==> config.mk <==
export PLATFORM = sky130hd
export DESIGN_NAME = time_based_uuid_generator_flat
export DESIGN_NICKNAME = d
export VERILOG_FILES = /design/src/rtl/tbug_pkg.sv /design/src/rtl/tbug_req_if.sv /design/src/rtl/tbug_rsp_if.sv /design/src/rtl/tbug_core.sv /design/src/rtl/time_based_uuid_generator.sv /design/src/flat_wrapper.sv
export SDC_FILE = /design/constraint.sdc
export NUM_CORES = 1
export LEC_CHECK = 0
export CAP_MARGIN = 20
export CORE_ASPECT_RATIO = 0.5
export CORE_UTILIZATION = 64
export DETAILED_ROUTE_END_ITERATION = 12
export DONT_BUFFER_PORTS = 1
export GPL_TIMING_DRIVEN = 0
export HOLD_SLACK_MARGIN = 0.12
export PLACE_DENSITY_LB_ADDON = 0.08
export SLEW_MARGIN = 10
export SYNTH_ARGS = -nofsm -noshare
export SYNTH_HDL_FRONTEND = slang
export SYNTH_SLANG_ARGS = --single-unit
==> constraint.sdc <==
create_clock -name clk -period 21.9 [get_ports clk]
set_input_delay 2.19 -clock clk [delete_from_list [all_inputs] [get_ports clk]]
set_output_delay 2.19 -clock clk [all_outputs]
set_load 0.02 [all_outputs]
==> src/rtl/tbug_pkg.sv <==
// Shared types and constants for the time based UUID generator.
// No dependencies; imported by every other file of the block.
`timescale 1ns / 1ps

package tbug_pkg;

  localparam int unsigned TIME_W  = 60;
  localparam int unsigned CSEQ_W  = 14;
  localparam int unsigned TICK_W  = 25;
  localparam int unsigned NODE_W  = 48;
  localparam int unsigned KIND_W  = 2;
  localparam int unsigned CIDX_W  = 1;

  // Sub-tick numbers available within one timestamp tick
  localparam logic [TICK_W-1:0] SEQ_LIMIT = 25'd10000000;
  localparam logic [TICK_W-1:0] SEQ_LAST  = SEQ_LIMIT - 25'd1;

  localparam logic [3:0] UUID_VERSION = 4'h1;
  localparam logic [1:0] UUID_VARIANT = 2'b10;

  typedef enum logic [KIND_W-1:0] {
    KIND_TIME    = 2'd0,
    KIND_CREATE  = 2'd1,
    KIND_RESTORE = 2'd2
  } kind_t;

  typedef enum logic [CIDX_W-1:0] {
    CFG_SHARED_MODE = 1'b0,
    CFG_NODE_ID     = 1'b1
  } cfg_idx_t;

  typedef struct packed {
    logic [TIME_W-1:0] stored_time;
    logic [CSEQ_W-1:0] cseq;
    logic [TICK_W-1:0] sub_tick;
  } gen_state_t;

  typedef struct packed {
    logic [63:0]       uuid_high;
    logic [63:0]       uuid_low;
    logic              status;
    logic [CSEQ_W-1:0] clock_seq_now;
    logic [TIME_W-1:0] stored_time_now;
  } gen_result_t;

endpackage

==> src/rtl/tbug_req_if.sv <==
// Request channel of the time based UUID generator: valid/ready plus item fields.
// Depends on tbug_pkg.
`timescale 1ns / 1ps

interface tbug_req_if
  import tbug_pkg::*;
  ();
  logic              valid;
  logic              ready;
  logic [KIND_W-1:0] kind;
  logic [TIME_W-1:0] system_time;
  logic [CSEQ_W-1:0] restore_clock_seq;

  modport source (output valid, kind, system_time, restore_clock_seq, input ready);
  modport sink   (input valid, kind, system_time, restore_clock_seq, output ready);
endinterface

==> src/rtl/tbug_rsp_if.sv <==
// Result channel of the time based UUID generator: valid/ready plus UUID fields.
// Depends on tbug_pkg.
`timescale 1ns / 1ps

interface tbug_rsp_if
  import tbug_pkg::*;
  ();
  logic              valid;
  logic              ready;
  logic [63:0]       uuid_high;
  logic [63:0]       uuid_low;
  logic              status;
  logic [CSEQ_W-1:0] clock_seq_now;
  logic [TIME_W-1:0] stored_time_now;

  modport source (output valid, uuid_high, uuid_low, status, clock_seq_now,
                  stored_time_now, input ready);
  modport sink   (input valid, uuid_high, uuid_low, status, clock_seq_now,
                  stored_time_now, output ready);
endinterface

==> src/rtl/tbug_core.sv <==
// Next-state and UUID packing logic for one request of the generator.
// Depends on tbug_pkg.
`timescale 1ns / 1ps

module tbug_core
  import tbug_pkg::*;
(
  input  logic [KIND_W-1:0] kind,
  input  logic [TIME_W-1:0] system_time,
  input  logic [CSEQ_W-1:0] restore_clock_seq,
  input  logic              shared_mode,
  input  logic [NODE_W-1:0] node_id,
  input  gen_state_t        st,
  output gen_state_t        st_nxt,
  output logic              has_result,
  output gen_result_t       res
);

  logic              exhausted;
  logic [TICK_W-1:0] tick_inc;
  logic [TIME_W-1:0] time_plus_tick;
  logic [CSEQ_W-1:0] cseq_inc;
  logic              time_lt;
  logic              time_eq;
  logic [TIME_W-1:0] ts;
  logic              fail;

  assign exhausted      = st.sub_tick[TICK_W-1] || (st.sub_tick >= SEQ_LAST);
  assign tick_inc       = st.sub_tick + {{(TICK_W-1){1'b0}}, 1'b1};
  assign time_plus_tick = st.stored_time + {{(TIME_W-TICK_W){1'b0}}, tick_inc};
  assign cseq_inc       = st.cseq + {{(CSEQ_W-1){1'b0}}, 1'b1};
  assign time_lt        = system_time < st.stored_time;
  assign time_eq        = system_time == st.stored_time;

  always_comb begin
    st_nxt     = st;
    has_result = 1'b0;
    ts         = '0;
    fail       = 1'b0;
    case (kind_t'(kind))
      KIND_TIME: begin
        if (!time_eq) begin
          if (time_lt) begin
            st_nxt.cseq = cseq_inc;
          end
          st_nxt.stored_time = system_time;
          st_nxt.sub_tick    = '0;
        end
      end
      KIND_RESTORE: begin
        st_nxt.stored_time = system_time;
        st_nxt.cseq        = restore_clock_seq;
        st_nxt.sub_tick    = '0;
      end
      KIND_CREATE: begin
        has_result = 1'b1;
        if (shared_mode) begin
          if (exhausted) begin
            // park at -1 until a changed time arrives
            st_nxt.sub_tick = '1;
            fail            = 1'b1;
          end else begin
            st_nxt.sub_tick = tick_inc;
            ts              = time_plus_tick;
          end
        end else if (!time_eq) begin
          if (time_lt) begin
            st_nxt.cseq = cseq_inc;
          end
          st_nxt.stored_time = system_time;
          st_nxt.sub_tick    = '0;
          ts                 = system_time;
        end else if (exhausted) begin
          fail = 1'b1;
        end else begin
          st_nxt.sub_tick = tick_inc;
          ts              = time_plus_tick;
        end
      end
      default: begin
      end
    endcase
  end

  always_comb begin
    res.status          = fail;
    res.clock_seq_now   = st_nxt.cseq;
    res.stored_time_now = st_nxt.stored_time;
    if (fail) begin
      res.uuid_high = '0;
      res.uuid_low  = '0;
    end else begin
      res.uuid_high = {ts[31:0], ts[47:32], UUID_VERSION, ts[59:48]};
      res.uuid_low  = {UUID_VARIANT, st_nxt.cseq, node_id};
    end
  end

endmodule

==> src/rtl/time_based_uuid_generator.sv <==
// A request is held in the input register and its result in the result register.
// Throughput: one request per cycle, sustained; a stalled result only blocks
// the input once both the input register and the result register are full.
// Time and restore requests give no result. Reset (rst_n low, synchronous)
// clears the config, stored time, clock sequence, sub-tick and both valid flags.
`timescale 1ns / 1ps

module time_based_uuid_generator
  import tbug_pkg::*;
(
  input  logic              clk,
  input  logic              rst_n,
  tbug_req_if.sink          in_chan,
  tbug_rsp_if.source        out_chan,
  input  logic              cfg_we,
  input  logic [CIDX_W-1:0] cfg_index,
  input  logic [NODE_W-1:0] cfg_wdata
);

  logic              shared_mode_r;
  logic [NODE_W-1:0] node_id_r;

  logic              in_valid_r;
  logic [KIND_W-1:0] in_kind_r;
  logic [TIME_W-1:0] in_time_r;
  logic [CSEQ_W-1:0] in_cseq_r;

  gen_state_t        st_r;
  gen_state_t        st_nxt;
  logic              has_result;
  gen_result_t       res;

  logic              out_valid_r;
  gen_result_t       out_r;

  logic              out_free;
  logic              advance;

  assign out_free      = !out_valid_r || out_chan.ready;
  assign advance       = in_valid_r && (!has_result || out_free);
  assign in_chan.ready = !in_valid_r || advance;

  tbug_core u_core (
    .kind              (in_kind_r),
    .system_time       (in_time_r),
    .restore_clock_seq (in_cseq_r),
    .shared_mode       (shared_mode_r),
    .node_id           (node_id_r),
    .st                (st_r),
    .st_nxt            (st_nxt),
    .has_result        (has_result),
    .res               (res)
  );

  always_ff @(posedge clk) begin
    if (!rst_n) begin
      shared_mode_r <= 1'b0;
      node_id_r     <= '0;
    end else if (cfg_we) begin
      case (cfg_idx_t'(cfg_index))
        CFG_SHARED_MODE: shared_mode_r <= cfg_wdata[0];
        CFG_NODE_ID:     node_id_r     <= cfg_wdata;
        default: begin
        end
      endcase
    end
  end

  // Input register
  always_ff @(posedge clk) begin
    if (!rst_n) begin
      in_valid_r <= 1'b0;
    end else if (in_chan.valid && in_chan.ready) begin
      in_valid_r <= 1'b1;
    end else if (advance) begin
      in_valid_r <= 1'b0;
    end
  end

  always_ff @(posedge clk) begin
    if (in_chan.valid && in_chan.ready) begin
      in_kind_r <= in_chan.kind;
      in_time_r <= in_chan.system_time;
      in_cseq_r <= in_chan.restore_clock_seq;
    end
  end

  // Generator state advances with each request leaving the input register
  always_ff @(posedge clk) begin
    if (!rst_n) begin
      st_r <= '0;
    end else if (advance) begin
      st_r <= st_nxt;
    end
  end

  // Result register
  always_ff @(posedge clk) begin
    if (!rst_n) begin
      out_valid_r <= 1'b0;
    end else if (advance && has_result) begin
      out_valid_r <= 1'b1;
    end else if (out_chan.ready) begin
      out_valid_r <= 1'b0;
    end
  end

  always_ff @(posedge clk) begin
    if (advance && has_result) begin
      out_r <= res;
    end
  end

  assign out_chan.valid           = out_valid_r;
  assign out_chan.uuid_high       = out_r.uuid_high;
  assign out_chan.uuid_low        = out_r.uuid_low;
  assign out_chan.status          = out_r.status;
  assign out_chan.clock_seq_now   = out_r.clock_seq_now;
  assign out_chan.stored_time_now = out_r.stored_time_now;

endmodule

==> src/flat_wrapper.sv <==
// flat-port wrapper written by rule: the top's interface ports become plain ports
module time_based_uuid_generator_flat import tbug_pkg::*;
  (clk, rst_n, cfg_we, cfg_index, cfg_wdata, in_chan_valid, in_chan_kind, in_chan_system_time, in_chan_restore_clock_seq, in_chan_ready, out_chan_valid, out_chan_uuid_high, out_chan_uuid_low, out_chan_status, out_chan_clock_seq_now, out_chan_stored_time_now, out_chan_ready);
  tbug_req_if in_chan_i ();
  tbug_rsp_if out_chan_i ();
  input  logic clk;
  input  logic rst_n;
  input  logic cfg_we;
  input  logic [CIDX_W-1:0] cfg_index;
  input  logic [NODE_W-1:0] cfg_wdata;
  input wire logic [$bits(in_chan_i.valid)-1:0] in_chan_valid;
  input wire logic [$bits(in_chan_i.kind)-1:0] in_chan_kind;
  input wire logic [$bits(in_chan_i.system_time)-1:0] in_chan_system_time;
  input wire logic [$bits(in_chan_i.restore_clock_seq)-1:0] in_chan_restore_clock_seq;
  output wire logic [$bits(in_chan_i.ready)-1:0] in_chan_ready;
  output wire logic [$bits(out_chan_i.valid)-1:0] out_chan_valid;
  output wire logic [$bits(out_chan_i.uuid_high)-1:0] out_chan_uuid_high;
  output wire logic [$bits(out_chan_i.uuid_low)-1:0] out_chan_uuid_low;
  output wire logic [$bits(out_chan_i.status)-1:0] out_chan_status;
  output wire logic [$bits(out_chan_i.clock_seq_now)-1:0] out_chan_clock_seq_now;
  output wire logic [$bits(out_chan_i.stored_time_now)-1:0] out_chan_stored_time_now;
  input wire logic [$bits(out_chan_i.ready)-1:0] out_chan_ready;
  assign in_chan_i.valid = in_chan_valid;
  assign in_chan_i.kind = in_chan_kind;
  assign in_chan_i.system_time = in_chan_system_time;
  assign in_chan_i.restore_clock_seq = in_chan_restore_clock_seq;
  assign in_chan_ready = in_chan_i.ready;
  assign out_chan_valid = out_chan_i.valid;
  assign out_chan_uuid_high = out_chan_i.uuid_high;
  assign out_chan_uuid_low = out_chan_i.uuid_low;
  assign out_chan_status = out_chan_i.status;
  assign out_chan_clock_seq_now = out_chan_i.clock_seq_now;
  assign out_chan_stored_time_now = out_chan_i.stored_time_now;
  assign out_chan_i.ready = out_chan_ready;
  time_based_uuid_generator u_core (.clk(clk), .rst_n(rst_n), .in_chan(in_chan_i), .out_chan(out_chan_i), .cfg_we(cfg_we), .cfg_index(cfg_index), .cfg_wdata(cfg_wdata));
endmodule
# == Word level (Yosys, flattened, before mapping) ==
# Cells that the tools add are included.
# word_totals
output_inout_bits,205
reg_bits,429
elab_cells,70
# classes
add_sub_neg,3
n_reduce_logical,18
n_eq_ne,5
n_mux,23
n_lt_le_gt_ge,2
bitwise_logic,2
# op_table
operator,n
one-hot mux 99 bit (3 select lines),1
two-way mux 60 bit,4
two-way mux 74 bit,2
two-way mux 25 bit,4
two-way mux 99 bit,1
two-way mux 77 bit,1
adder 60 x 25 -> 60 bit,1
equality test 60 bit,1
< comparator 60 bit,1
"adder 25 x 1 -> 25 bit, second input constant",1
">= comparator 25 x 24 -> 1 bit, second input constant",1
"adder 14 x 1 -> 14 bit, second input constant",1
two-way mux 14 bit,1
two-way mux 1 bit,9
logical OR 1 bit,4
"!= test 4 x 3 -> 1 bit, second input constant",1
AND reduction 2 bit,2
AND reduction 4 bit,1
nonzero test 2 bit,2
logical AND 1 bit,3
zero test 1 bit,3
nonzero test 3 bit,1
"equality test 2 x 1 -> 1 bit, second input constant",1
"equality test 2 bit, second input constant",1
other kinds (4),5

# == Logic depth before layout (Yosys ltp) ==
# Gate-level depths: netlist of the first run.
# logic_depth
ltp_word,8
depth_mapped,17

# == Hierarchy ==
# Synthesis of the first run repeated with hierarchy kept, for this count alone.
# unflattened
cells_unflattened,2199
hier_area_um2,22286.4
# by_module_without_submodules
mod,cells_per_inst,instances,area_per_inst_um2
time_based_uuid_generator,933,1,14554.0
tbug_core,1266,1,7732.4

# == Worst setup path before layout of the first run ==
# No wires, ideal clock.
# synth_timing
path_type,input to register
startpoint,in out_chan_ready
endpoint,"reg u_core.out_r (netlist bit u_core.out_chan.clock_seq_now[0]), enable pin"
setup_time_ps,762
arrival_time_ps,10949
stages,5
required_ps,21138
path_buffers,1
setup_slack_ps,10189
path_cell_list,nor2b_1 -> nand2_1 -> nand2_1 -> clkbuf_1 -> nor2_1
# synth_between
elab_chain_cells,4
# synth_lines
item,line_no,source
"start, declared",flat_wrapper.sv:22,input wire logic [$bits(out_chan_i.ready)-1:0] out_chan_ready;
logical OR 1 bit,time_based_uuid_generator.sv:39,assign out_free = !out_valid_r || out_chan.ready;
logical OR 1 bit,time_based_uuid_generator.sv:40,assign advance = in_valid_r && (!has_result || out_free);
logical AND 1 bit,time_based_uuid_generator.sv:40,
logical AND 1 bit,time_based_uuid_generator.sv:109,if (advance && has_result) begin
"end signal, assigned",time_based_uuid_generator.sv:110,out_r <= res;
"end, declared",time_based_uuid_generator.sv:34,gen_result_t out_r;
# Every way passes these cells.
# A chain may end at the register's enable or synchronous reset.

# == Final worst setup path of the first run ==
# layout_timing
startpoint,reg u_core.st_r[0] (netlist bit)
endpoint,"reg u_core.out_r (netlist bit u_core.out_chan.uuid_high[20]), data pin"
# layout_between
elab_chain_cells,7
elab_cells_between_ends,12
cone_classes,2 x add/sub; 1 x order compare; 7 x mux; 2 x reduce/logical
# layout_lines
item,line_no,source
"start, declared",time_based_uuid_generator.sv:28,gen_state_t st_r;
"start signal, assigned",time_based_uuid_generator.sv:93,st_r <= st_nxt;
branches (longest 7 deep; another with adder 60 x 25 -> 60 bit),n/a,
# Several ways; the timed one is not identified.

==> metrics.csv, run 1 <==
stage;metric;value;unit
run_status;status;complete, no violations;
worst_setup_path;crit path kind;flop to flop;
cts;CTS sink cnt;424;
cts;# resized after CTS;0;
drt;DRC violation count after routing;0;
yosys;async set or reset register ratio after synthesis;0;%
cells_and_area;layout cells sized above 1;8.945;%
yosys;#FFs+latches synth;424;
global_route;GRT Residual Overflow;0;
floorplan;# IOs;335;
yosys;largest cells by area after synthesis;edfxtp_1 40%, dfxtp_1 15%, ha_1 5.5%;
worst_setup_path;CP endpoint kind;flop;
yosys;commonest cells in the netlist;274 x edfxtp_1, 223 x nand2_1, 150 x dfxtp_1, 136 x a21oi_1, 134 x nor2_1;
cts;clk_lat worst skew;0.55;ns
power;PD cells;77.00;mW/mm^2
global_route;GRT Total Usage;34.27;%
worst_setup_path;Crit path arrival time;5.85;ns
cts;hold buffers post-CTS;0;
worst_setup_path;Worst path slowest cell;o2111ai_1;
global_route;vias in the first global route;15299;
cells_and_area;Nets;2182;
worst_setup_path;CP max FO;8;
drt;DRT Pass-1 Iters;7;
sta;worst-margin pin slew;1.236;ns
yosys;Synth top area share;39.86;%
place;Placer Congestion;0.9364;
cts;clock tree buffer depth;3;
drt;Routed Antenna Nets;0;
power;Pwr Total;1.750;mW
floorplan;initial core utilization;65.10;%
worst_setup_path;Cell Chain, Critical Path;ha_1 > nand2_1 > nor4_2 > nand2_1 > xnor2_1 > ha_1 > and3_1 > nand2_1 > or3_1 > o2111ai_1 > nand4_1 > mux2i_1 > a211o_1;
yosys;Yosys cell types;91;
place;IO buf count;0;
yosys;synthesized instance count;1907;
sta;Period minus WS final;5.563;ns
run;number of max-cap violations;0;
place;DP Wirelength;42680;um
cts;CTS tree;yes;
drt;via count;15985;
yosys;cell area after synthesis;0.02064;mm^2
place;DP Worst Slack;16.39;ns
worst_setup_path;Crit path largest cell delay;1.01;ns
power;Peak supply drop;0.05510;mV
yosys;Yosys warning count;0;
worst_setup_path;CP Data Required Time;22.19;ns
sta;Fin. Hold Viols;0;
yosys;Post-synth EDFFs;274;
floorplan;core area;0.03171;mm^2
drt;vias per cell;6.589;
cells_and_area;area grow syn2layout;10.11;%
drt;WL/cell;23.90;um
worst_setup_path;CP most frequent cell;nand2_1;
global_route;antenna violations before repair;4;
sta;f_max;179.8;MHz
sta;WHS;0.4515;ns
sta;RSZ-0062 raised after global routing;false;
yosys;Avg Inst Size Synth;10.83;um^2
sta;relative slew slack;17.48;%
floorplan;Die X;256.0;um
sta;max-slew violations;0;
worst_setup_path;crit path launch type;flop;
cts;Worst-path clk slew;0.07;ns
floorplan;count of standard-cell rows;46;
power;LEAKAGE;8.156;nW
floorplan;die area;0.03302;mm^2
yosys;Main synth FF type;edfxtp_1;
sta;Setup Skew;0.01918;ns
global_route;first-pass GRT wire length;87490;um
global_route;largest net degree at the start of global routing;36;
cts;Num CTS Buffers;37;
sta;period utilization;25.40;%
yosys;post-synth top area cell;edfxtp_1;
min_path;worst min path class;flop to flop;
sta;Sum Neg Setup Slack;0;ns
floorplan;die outline height;129.0;um
sta;final worst setup slack;16.34;ns
yosys;count leader, synth;edfxtp_1;
drt;1st-iter DRT viols;2009;
cts;Clock Tree Root;clkbuf_16;
cells_and_area;fillers;2202;
cts;deepest level of the CTS H-tree;2;
sta;# setup viols final;0;
drt;Total Wirelength;57970;um
cts;setup bufs post-CTS;0;
yosys;register area share after synthesis;54.40;%
layer usage:
metal	part of all wire, %	vias up	track usage, %
met3	9.1	137	7.230
met2	47	967	57.08
met4	2.5	4	10.32
li1	-	7092	-
met5	0.040	-	0
met1	41	7785	45.61
report_power, final:
part	total, mW	internal (mW)	switching, mW
logic	0.155	0.0562	0.0983
clock network	0.682	0.384	0.297
registers	0.914	0.883	0.0312
logic make-up after synthesis:
logic type / share of synthesized area, %
buffers and inverters: 3.746
multiplexers: 3.818
other: 0.01817
AND/OR/NAND/NOR: 14.91
adder cells (fa/ha/maj): 5.552
AO/OA/AOI/OAI: 14.37
flip-flops: 54.40
XOR/XNOR: 3.182
layout make-up:
class                   count  area (um^2)  area share (%)
clock inverters            16        170.2          0.7486
inverters                  85        319.1           1.404
flip-flops and latches    424        11230           49.41
multi-input cells        1299         8673           38.16
plain buffers             102        454.2           1.998
clock buffers              52         1085           4.772
repair buffers             12        247.7           1.090
diodes                      4        10.01         0.04404
well taps                 432        540.5           2.378
worst paths after layout:
kind,startpoint,endpoint,slack (ns),cells past startpoint
worst min register to register,u_core.node_id_r[23],u_core.node_id_r[23],0.45,2
worst min-delay path,u_core.node_id_r[23],u_core.node_id_r[23],0.45,2
worst max register to register,u_core.st_r[0],u_core.out_chan.uuid_high[20],16.34,13
worst max-delay path,u_core.st_r[0],u_core.out_chan.uuid_high[20],16.34,13
metrics by stage:
| stage | utilization (%) | area [um^2] | std cells |
|---|---|---|---|
| 3_5_place_dp | 67.66 | 21460 | 2352 |
| 6_report | 71.68 | 22730 | 2426 |
| 4_1_cts | 71.61 | 22710 | 2420 |
| 2_1_floorplan | - | 20650 | 1910 |
| 5_1_grt | 71.65 | 22720 | 2423 |
| 3_3_place_gp | 66.84 | 21200 | 2342 |
critical path: cells and delay by family, from the launching register on:
kind,cells,cell delay [ns]
simple gates,7,2.41
compound gates,2,1.30
fa+ha+maj,2,0.76
flops,1,0.39
mux,1,0.22
xor+xnor,1,0.20
state kept, by name, summed over array words and instances, names as in the netlist:
register / cells
u_core.out_chan.uuid_low: 63
u_core.in_time_r: 60
u_core.in_cseq_r: 14
u_core.node_id_r: 48
u_core.out_chan.valid: 1
u_core.out_chan.uuid_high: 60
u_core.in_valid_r: 1
u_core.out_chan.stored_time_now: 60
u_core.in_kind_r: 2
u_core.st_r: 99
u_core.out_chan.status: 1
u_core.out_chan.clock_seq_now: 14
u_core.shared_mode_r: 1
cell usage in the layout (no fill, tap or decap), types with 20 or more instances in the layout:
cell type / count
nor2_1: 133
a21o_1: 20
inv_1: 84
ha_1: 90
and3_1: 21
xnor2_1: 63
nand2_1: 223
and2_1: 62
a211oi_1: 72
o21ai_0: 69
mux2_1: 20
edfxtp_1: 274
nand4_1: 37
a21oi_1: 136
nand3_1: 54
clkbuf_1: 82
mux2_2: 42
dfxtp_1: 150
clkbuf_16: 39
Power figures use the tool's default switching activity.
==> run 2: changes to the inputs <==
==> constraint.sdc (replaced) <==
create_clock -name clk -period 5.25 [get_ports clk]
set_input_delay 0.525 -clock clk [delete_from_list [all_inputs] [get_ports clk]]
set_output_delay 0.525 -clock clk [all_outputs]
set_load 0.02 [all_outputs]
==> metrics.csv, run 2 (synthesis gave the netlist of run 1 again) <==
stage;metric;value;unit;change
min_path;worst min path class;primary input to flop;;
floorplan;Die X;256.0;um;unchanged
sta;worst-margin pin slew;1.188;ns;-0.04819 ns
cells_and_area;final instance area;0.02382;mm^2;+4.8%
cells_and_area;Largest register FFs;99;;unchanged
drt;DRC violation count after routing;0;;unchanged
cts;Clock Tree Root;clkbuf_16;;
drt;1st-iter DRT viols;1901;;-5.4%
worst_setup_path;Worst path slowest cell;o2111ai_2;;
place;DP Wirelength;41870;um;-1.9%
worst_setup_path;CP max FO;8;;unchanged
run;number of max-cap violations;0;;unchanged
floorplan;initial core utilization;65.10;%;unchanged
cells_and_area;Nets;2277;;+4.4%
drt;via count;16433;;+2.8%
drt;Routed Antenna Nets;0;;unchanged
drt;Total Wirelength;60520;um;+4.4%
global_route;GRT Residual Overflow;0;;unchanged
worst_setup_path;Crit path arrival time;5.32;ns;-0.53 ns
floorplan;die area;0.03302;mm^2;unchanged
sta;Fin. Hold Viols;0;;unchanged
sta;# setup viols final;0;;unchanged
floorplan;count of standard-cell rows;46;;unchanged
power;Pwr Total;7.579;mW;+330%
place;IO buf count;0;;unchanged
cells_and_area;commonest non-fill, non-tap cell in the layout;edfxtp_1;;
sta;period utilization;95.83;%;+70 points
global_route;vias in the first global route;15766;;+3.1%
sta;Period minus WS final;5.031;ns;-0.5313 ns
power;PD cells;318.2;mW/mm^2;+310%
floorplan;# IOs;335;;unchanged
global_route;antenna violations before repair;0;;-4
cells_and_area;# diodes;0;;-4
sta;max-slew violations;0;;unchanged
drt;DRT Pass-1 Iters;5;;-2
place;placed cell area;0.02142;mm^2;-0.16%
cts;deepest level of the CTS H-tree;2;;unchanged
cts;clk_lat worst skew;0.55;ns;about the same
drt;vias per cell;6.529;;-0.91%
floorplan;die outline height;129.0;um;unchanged
cts;CTS tree;yes;;
power;Peak supply drop;0.3009;mV;+450%
worst_setup_path;reg2reg setup slack;0.22;ns;-16.12 ns
cts;Worst-path clk slew;0.07;ns;about the same
drt;WL/cell;24.05;um;+0.62%
sta;Sum Neg Setup Slack;0;ns;unchanged
worst_setup_path;CP endpoint kind;flop;;
cts;clock tree buffer depth;3;;unchanged
run_status;status;complete, no violations;;
cells_and_area;Final Util;75.10;%;+3.4 points
power;LEAKAGE;8.648;nW;+6.0%
cells_and_area;commonest cells after routing, fill and taps aside;274 x edfxtp_1, 223 x nand2_1, 150 x dfxtp_1, 136 x a21oi_1, 133 x nor2_1;;
sta;f_max;198.8;MHz;+11%
cells_and_area;layout cells sized above 1;8.873;%;-0.072 points
worst_setup_path;Cell Chain, Critical Path;buf_2 > and3_1 > and2_0 > nand3_1 > nor3_1 > nand2_1 > xnor2_1 > ha_1 > and3_1 > nand2_1 > or3_1 > o2111ai_2 > nand4_1 > mux2i_1 > a211o_1;;
global_route;first-pass GRT wire length;91140;um;+4.2%
worst_setup_path;CP Data Required Time;5.54;ns;-16.65 ns
sta;Setup Skew;0.02254;ns;+0.003352 ns
cells_and_area;area grow syn2layout;15.38;%;
place;Placer Congestion;0.9561;;+2.1%
floorplan;core area;0.03171;mm^2;unchanged
cts;CTS sink cnt;424;;unchanged
worst_setup_path;crit path launch type;flop;;
sta;relative slew slack;20.78;%;+3.3 points
global_route;largest net degree at the start of global routing;35;;-2.8%
cells_and_area;Biggest register;u_core.st_r;;
worst_setup_path;Crit path largest cell delay;0.61;ns;-0.40 ns
global_route;GRT Total Usage;35.76;%;+1.5 points
worst_setup_path;crit path kind;flop to flop;;
cts;Num CTS Buffers;37;;unchanged
-- run 2: cell count changes in the layout (fill, tap and decap cells not counted), sizes merged --
cell         previous run  this run
buf                    37        36
bufinv                  3         6
clkinv                  9         4
clkinvlp                3         1
diode                   4         0
dlygate4sd3             0        98
inv                    86        88
-- run 2: per-layer routing --
layer  vias up  wire [um]  track usage (%)
li1       7278          -                -
met1      7953      24670            47.97
met2      1039      28460            59.29
met3       163       5535            6.698
met4         0       1860            11.87
met5         -          0                0
-- run 2: timing repair --
item,4_1_cts,5_1_grt
hold endpoints to repair,98,0
gates resized for setup,3,6
buffers inserted,0,0
hold buffers,98,0
setup endpoints to repair,10,21
-- run 2: layout make-up --
class	count	area [um^2]
flip-flops and latches	424	11230
multi-input cells	1299	8731
fillers	2023	7895
repair buffers	107	1184
clock buffers	54	1122
well taps	432	540.5
plain buffers	102	454.2
inverters	85	319.1
clock inverters	14	236.5
-- run 2: worst max-delay path, delay by kind of cell, from the launching register on --
family / cells / cell delay, ns
mux: 1 / 0.24
fa+ha+maj: 1 / 0.41
compound gates: 2 / 0.90
buf+inv: 1 / 0.19
flops: 1 / 0.30
simple gates: 9 / 2.56
xor+xnor: 1 / 0.18
-- run 2: report_power, final --
part | internal, mW | switching, mW
clock network | 1.79 | 1.26
logic | 0.282 | 0.430
registers | 3.68 | 0.132
total | 5.76 | 1.82
-- run 2: final timing paths --
kind                                                      end  cells past startpoint                 from
worst max-delay path            u_core.out_chan.uuid_high[20]                     15       u_core.st_r[2]
worst min-delay path                     u_core.node_id_r[36]                      2        cfg_wdata[36]
worst max register to register  u_core.out_chan.uuid_high[20]                     15       u_core.st_r[2]
worst min register to register            u_core.node_id_r[5]                      2  u_core.node_id_r[5]
-- run 2: metrics by stage --
stage / setup slack (ns) / hold WS, ns / instances
2_1_floorplan: 0.7308 / 0.4317 / 1910
3_3_place_gp: -1.150 / 0.4371 / 2342
3_5_place_dp: -0.1991 / 0.4420 / 2351
4_1_cts: 0.03126 / 0.1202 / 2517
5_1_grt: -0.001571 / 0.1213 / 2517
6_report: 0.2187 / 0.1234 / 2517
